<file path="config.mk">
export PLATFORM = sky130hd
export DESIGN_NAME = e2q_cordic
export DESIGN_NICKNAME = d
export VERILOG_FILES = /design/src/sv/e2q_pkg.sv /design/src/sv/e2q_cordic.sv
export SDC_FILE = /design/constraint.sdc
export NUM_CORES = 2
export LEC_CHECK = 0
export BUFFER_PORTS_ARGS = -buffer_cell sky130_fd_sc_hd__buf_2
export CORE_ASPECT_RATIO = 0.6
export CORE_MARGIN = 2
export CORE_UTILIZATION = 55
export DETAILED_ROUTE_END_ITERATION = 8
export GPL_TIMING_DRIVEN = 1
export MAX_ROUTING_LAYER = met4
export PLACE_DENSITY = 0.71
export SKIP_CTS_REPAIR_TIMING = 1
export SLEW_MARGIN = 20
export SYNTH_ARGS = -nofsm -noshare
export SYNTH_HDL_FRONTEND = slang
export SYNTH_SLANG_ARGS = --single-unit
</file>
<file path="constraint.sdc">
create_clock -name clk -period 9.2 [get_ports clk]
set_input_delay 0.46 -clock clk [delete_from_list [all_inputs] [get_ports clk]]
set_output_delay 0.46 -clock clk [all_outputs]
set_load 0.01 [all_outputs]
</file>
<file path="src/sv/e2q_pkg.sv">
package e2q_pkg;

  localparam int CORDIC_ITERATIONS_DEF = 16;

  localparam int ANGLE_W = 16;
  localparam int QUAT_W  = 16;
  localparam int ANG_W   = 33;
  localparam int CS_W    = 32;
  localparam int PROD_W  = 64;
  localparam int SUM_W   = 66;

  localparam logic signed [ANG_W-1:0] PI_Q30      = 33'sd3373259426;
  localparam logic signed [ANG_W-1:0] HALF_PI_Q30 = 33'sd1686629713;
  localparam logic signed [CS_W-1:0]  GAIN_Q30    = 32'sd652032874;
  localparam logic signed [SUM_W-1:0] OUT_MAX     = 66'sd16384;

  // atan(2^-idx) in q30, rounded to nearest
  function automatic logic signed [ANG_W-1:0] atan_q30(input int idx);
    logic signed [ANG_W-1:0] v;
    case (idx)
      0:  v = 33'sd843314857;
      1:  v = 33'sd497837829;
      2:  v = 33'sd263043837;
      3:  v = 33'sd133525159;
      4:  v = 33'sd67021687;
      5:  v = 33'sd33543516;
      6:  v = 33'sd16775851;
      7:  v = 33'sd8388437;
      8:  v = 33'sd4194283;
      9:  v = 33'sd2097149;
      10: v = 33'sd1048576;
      default: begin
        if (idx <= 30) begin
          v = 33'sd1 <<< (30 - idx);
        end else begin
          v = '0;
        end
      end
    endcase
    return v;
  endfunction

endpackage

</file>
<file path="src/sv/e2q_cordic.sv">
module e2q_cordic
  import e2q_pkg::*;
#(
  parameter int ITERATIONS = CORDIC_ITERATIONS_DEF
) (
  input  logic                       clk,
  input  logic                       rst,
  input  logic                       en,
  input  logic                       in_valid,
  input  logic signed [ANGLE_W-1:0]  angle,
  output logic                       out_valid,
  output logic signed [CS_W-1:0]     cos_val,
  output logic signed [CS_W-1:0]     sin_val
);

  logic                     vld    [0:ITERATIONS];
  logic                     flip   [0:ITERATIONS];
  logic signed [CS_W-1:0]   x_pipe [0:ITERATIONS];
  logic signed [CS_W-1:0]   y_pipe [0:ITERATIONS];
  logic signed [ANG_W-1:0]  z_pipe [0:ITERATIONS];

  logic signed [ANG_W-1:0]  z_ext;
  logic signed [ANG_W-1:0]  z_fold;
  logic                     flip_fold;

  // half angle in q30 and fold by pi
  always_comb begin
    z_ext = {{(ANG_W-ANGLE_W-16){angle[ANGLE_W-1]}}, angle, 16'h0000};
    z_fold = z_ext;
    flip_fold = 1'b0;
    if (z_ext > HALF_PI_Q30) begin
      z_fold = z_ext - PI_Q30;
      flip_fold = 1'b1;
    end else if (z_ext < -HALF_PI_Q30) begin
      z_fold = z_ext + PI_Q30;
      flip_fold = 1'b1;
    end
  end

  always_ff @(posedge clk) begin
    if (rst) begin
      vld[0] <= 1'b0;
    end else if (en) begin
      vld[0] <= in_valid;
    end
    if (en) begin
      x_pipe[0] <= GAIN_Q30;
      y_pipe[0] <= '0;
      z_pipe[0] <= z_fold;
      flip[0]   <= flip_fold;
    end
  end

  for (genvar i = 0; i < ITERATIONS; i++) begin : g_iter
    localparam logic signed [ANG_W-1:0] ATAN = atan_q30(i);
    always_ff @(posedge clk) begin
      if (rst) begin
        vld[i+1] <= 1'b0;
      end else if (en) begin
        vld[i+1] <= vld[i];
      end
      if (en) begin
        flip[i+1] <= flip[i];
        if (!z_pipe[i][ANG_W-1]) begin
          x_pipe[i+1] <= x_pipe[i] - (y_pipe[i] >>> i);
          y_pipe[i+1] <= y_pipe[i] + (x_pipe[i] >>> i);
          z_pipe[i+1] <= z_pipe[i] - ATAN;
        end else begin
          x_pipe[i+1] <= x_pipe[i] + (y_pipe[i] >>> i);
          y_pipe[i+1] <= y_pipe[i] - (x_pipe[i] >>> i);
          z_pipe[i+1] <= z_pipe[i] + ATAN;
        end
      end
    end
  end

  always_ff @(posedge clk) begin
    if (rst) begin
      out_valid <= 1'b0;
    end else if (en) begin
      out_valid <= vld[ITERATIONS];
    end
    if (en) begin
      cos_val <= flip[ITERATIONS] ? -x_pipe[ITERATIONS] : x_pipe[ITERATIONS];
      sin_val <= flip[ITERATIONS] ? -y_pipe[ITERATIONS] : y_pipe[ITERATIONS];
    end
  end

endmodule

</file>
* Word level (Yosys, flattened, before mapping)
Memory sizes are Yosys's and may differ from the RTL's. A register that Yosys moved wholly into a read port is not among the register bits.
Cells that the tools add are included.
** Storage, ports and cells
- Word-level logic and storage cells :: 346
- Output and inout port bits :: 65
- Memory bits (writable) :: 1683
- Flip-flop bits (word level) :: 64
- Memories :: 5
- Input port bits :: 20
** Memories
- z_pipe :: words 17, width 33, rd ports 16, clocked after memory_dff 0, wr ports 17, RTL line e2q_cordic.sv:20 : logic signed [ANG_W-1:0] z_pipe [0:ITERATIONS];
- x_pipe :: words 17, width 32, rd ports 17, clocked after memory_dff 0, wr ports 17, RTL line e2q_cordic.sv:18 : logic signed [CS_W-1:0] x_pipe [0:ITERATIONS];
- y_pipe :: words 17, width 32, rd ports 17, clocked after memory_dff 0, wr ports 17, RTL line e2q_cordic.sv:19 : logic signed [CS_W-1:0] y_pipe [0:ITERATIONS];
- flip :: words 17, width 1, rd ports 17, clocked after memory_dff 0, wr ports 17, RTL line e2q_cordic.sv:17 : logic flip [0:ITERATIONS];
- vld :: words 17, width 1, rd ports 17, clocked after memory_dff 1, wr ports 17, RTL line e2q_cordic.sv:16 : logic vld [0:ITERATIONS];
** Cells by class
- Bitwise operators :: 65
- Magnitude comparators :: 2
- $add $sub $neg :: 99
- Multiplexer cells :: 173
** Operators with widths (number)
- two-way mux 32 bit :: 34
- two-way mux 33 bit :: 18
- two-way mux 1 bit :: 121
- adder 33 x 22 -> 33 bit (second input constant) :: 2
- subtractor 33 x 22 -> 33 bit (second input constant) :: 2
- bitwise OR 1 bit :: 65
- adder 32 x 17 -> 32 bit :: 2
- adder 32 x 18 -> 32 bit :: 2
- adder 32 x 19 -> 32 bit :: 2
- adder 32 x 20 -> 32 bit :: 2
- adder 32 x 21 -> 32 bit :: 2
- adder 32 x 22 -> 32 bit :: 2
- adder 32 x 23 -> 32 bit :: 2
- adder 32 x 24 -> 32 bit :: 2
- adder 32 x 25 -> 32 bit :: 2
- adder 32 x 26 -> 32 bit :: 2
- adder 32 x 27 -> 32 bit :: 2
- adder 32 x 28 -> 32 bit :: 2
- adder 32 x 29 -> 32 bit :: 2
- adder 32 x 30 -> 32 bit :: 2
- adder 32 x 31 -> 32 bit :: 2
- negator 32 bit :: 2
- subtractor 32 x 17 -> 32 bit :: 2
- subtractor 32 x 18 -> 32 bit :: 2
- other kinds (47) :: 61

* Depth between registers and ports, before layout
An unclocked memory read counts as a cell.
- Word-level depth :: 5
- Mapped depth :: 21
- Gate-level depth less buffers :: 21

* Worst setup path before layout
OpenSTA, ideal clock, no wires.
- Path kind :: input -> register
- Start :: in en
- End :: mem x_pipe[6][30], data pin
- Data arrival time :: 4.817 ns
- Setup slack :: 4.121 ns
- Cell stages on the path :: 19
- Required time :: 8.938 ns
- Setup time :: 0.262 ns
- Path buffers :: 3
- Cells stage by stage :: clkbuf_1 nand2_1 inv_1 clkbuf_1 clkbuf_1 nor2_1 xor2_1 ha_1 a21o_1 a21oi_1 o21ai_0 a2111oi_0 o31a_1 o21ai_0 a21oi_1 o311ai_0 a221oi_1 o21bai_1 xor2_1
** RTL lines
- from (decl) :: RTL line e2q_cordic.sv:8 : input logic en,
- to (decl) :: RTL line e2q_cordic.sv:18

==> impl_metrics.yaml <==
setup_path:
  worst-setup-path-type: "reg2reg"
  crit_path_max_fanout: 5
  required_ns: 9.76
  start_kind: "flop"
  crit_arrival_ns: 7.02
  endpoint_kind: "flop"
place:
  io_buffers: 84
  dp_hpwl_um: 281900
  place_ws_ns: 2.501
  gp_congestion: 1.077
detailed_routing:
  via_count: 95490
  avgRoutedWirePerCell_um: 23.27
  first_pass_iters: 6
  ant_nets: 0
  drt_iter0_markers: 11630
  routed_via_density: 6.312
  drc_errors: 0
  drt_wl_total_um: 352100
floorplan:
  row_count: 131
  dieWidth_um: 600.8
  io_pins: 85
  start_util_pct: 55.32
  design.die.area_um2: 217500
  core_um2: 212400
  die_h_um: 362.1
run_status:
  status: "finished, final reports clean"
hold_path:
  holdCritPathClass: "in2reg"
timing:
  slew_viol_final: 0
  hold_viol_final: 0
  period_minus_slack_ns: 6.459
  fmax_mhz: 154.8
  rsz0062_at_grt: "false"
  tightest_slew_ns: 1.177
  finalCritPeriodShare_pct: 70.21
  setup_tns_ns: 0
  finalSetupViolations: 0
  clock-skew-final_ns: 0.06765
  max-slew-margin-rel_pct: 20.79
  setup_slack_ns: 2.741
clock_tree:
  cts_made_buffers: 157
  clkLatencyLatePin_ns: 0.85
  clock_path_buffers: 4
  cts_sinks: 1429
  path_clk_slew_ns: 0.07
  cts_root_buf: "clkbuf_16"
  cts_max_level: 4
  cts_tree: "built"
synthesis:
  synth_fa_ha_area_share_pct: 15.28
  ys_seq_elements: 1429
  yosys.area.top_type: "edfxtp_1"
  synth-main-ff-cell: "edfxtp_1"
  synth-simple-area-share_pct: 12.65
  ys_seq_area_share_pct: 36.51
  synthesis.nets: 13470
  syn_inst: 12040
  muxShareOfSynthArea_pct: 1.102
  synth-async-reset-ratio_pct: 0
  synth_cell_types: 90
  synth_top_area_share_pct: 36.49
  synth_top_family_by_area: "compound AO/OA/AOI/OAI gates"
  yosys_warnings: 0
  postSynthAreaPerCell_um2: 9.761
  synth-edff-count: 1428
  netlist_top_cells_area: "edfxtp_1 36%, ha_1 15%, xnor2_1 8.6%"
  synth_area_um2: 117500
  synth_compound_area_share_pct: 19.33
  synth_most_common_cell: "edfxtp_1"
  ys_top_cells_by_count: "1,428 x edfxtp_1, 1,370 x ha_1, 1,213 x a21oi_1, 1,148 x xnor2_1, 933 x nor2_1"
  synthXorXnorAreaFrac_pct: 12.95
grt:
  grt_pass1_vias: 86960
  grt_max_degree: 129
  grt_pass1_wl_um: 534400
  grt-ovfl-total: 0
  antenna_found_initial: 7
  grt_use_total_pct: 32.53
final_layout:
  nNetsFinal: 13600
  areaGrowthSynthToFinish_pct: 7.635
  drive_gt1_share_pct: 4.637
run:
  drv_cap: 0
## routing by layer
| metal | vias to the layer above | GRT usage (%) | part of all wire [%] |
|---|---|---|---|
| met5 | - | - | 0 |
| met4 | 0 | 4.231 | 1.2 |
| met3 | 295 | 10.59 | 14 |
| met2 | 4184 | 36.12 | 33 |
| met1 | 45990 | 54.43 | 52 |
| li1 | 45020 | - | - |
## metrics by stage
| step | hold WS, ns | cells | util, % | area (um2) |
|---|---|---|---|---|
| CTS | -0.2128 | 15130 | 59.52 | 126400 |
| global placement | 0.4007 | 14860 | 57.15 | 121400 |
| finish | 0.02267 | 15130 | 59.55 | 126500 |
| floorplan | 0.4003 | 12040 | - | 117500 |
| detailed placement | 0.4056 | 14860 | 57.17 | 121400 |
| global route | 0.01406 | 15130 | 59.55 | 126500 |
## registers in the layout, summed over array words and instances (netlist names)
signal,flops
vld,17
z_pipe,394
out_valid,1
sin_val,32
flip,16
x_pipe,456
cos_val,32
y_pipe,481
## worst paths after layout
| kind | from | to | slack, ns | depth (start not counted) |
|---|---|---|---|---|
| setup / recovery | y_pipe[5][6]$_DFFE_PP_ | x_pipe[6][30]$_DFFE_PP_ | 2.74 | 16 |
| hold / removal | angle[14] | z_pipe[0][30]$_DFFE_PP_ | 0.02 | 3 |
| setup reg to reg | y_pipe[5][6]$_DFFE_PP_ | x_pipe[6][30]$_DFFE_PP_ | 2.74 | 16 |
| hold reg to reg | flip[0][11]$_DFFE_PP_ | flip[0][12]$_DFFE_PP_ | 0.42 | 0 |
## cells in the final DEF, fill, tap and decap left out, types with 83 or more instances in the layout
cell,synthesis,final
edfxtp_1,1428,1428
ha_1,1370,1370
a21oi_1,1213,1213
xnor2_1,1148,1148
nor2_1,933,933
nand2_1,727,726
o21ai_0,657,657
xor2_1,590,590
a21o_1,528,528
inv_1,473,471
nor3_1,252,252
nand3_1,208,208
nand2b_1,198,198
o21a_1,171,171
clkbuf_16,0,162
o31ai_1,143,143
o21bai_1,138,138
nor2b_1,126,126
a211oi_1,104,102
a31oi_1,94,94
and3_1,92,92
or3_1,91,91
nor4_1,88,84
buf_2,1,83
## kinds of logic after synthesis
kind of cell,Yosys count
simple gates,3081
fa+ha+maj,1411
buf+inv,680
xor+xnor,1738
flops,1429
mux,123
compound gates,3578
## cell type report
type | instances | area [um2]
diodes | 1 | 2.502
clock buffers | 183 | 4133
clock inverters | 80 | 868.3
fillers | 17950 | 85930
inverters | 482 | 1809
multi-input cells | 9931 | 72120
flip-flops and latches | 1429 | 42900
well taps | 2859 | 3577
repair buffers | 165 | 1079
## worst max-delay path, stage by stage, from the launching register on
cell and delay (ns):
edfxtp_1 0.46, inv_1 0.13, ha_1 0.20, nor3b_1 0.66, nand2b_1 0.34, nor3b_1 0.42
nand3b_1 0.44, o21ai_0 0.35, xnor2_1 0.20, ha_1 0.46, nand4_1 0.10, o21ai_0 0.69
a21oi_1 0.35, o311ai_0 0.87, a221oi_1 0.21, o21bai_1 0.20, xor2_1 0.08
Power is not shown: default switching activity piles up to over one toggle a cycle in this logic, so the estimate is an artifact.
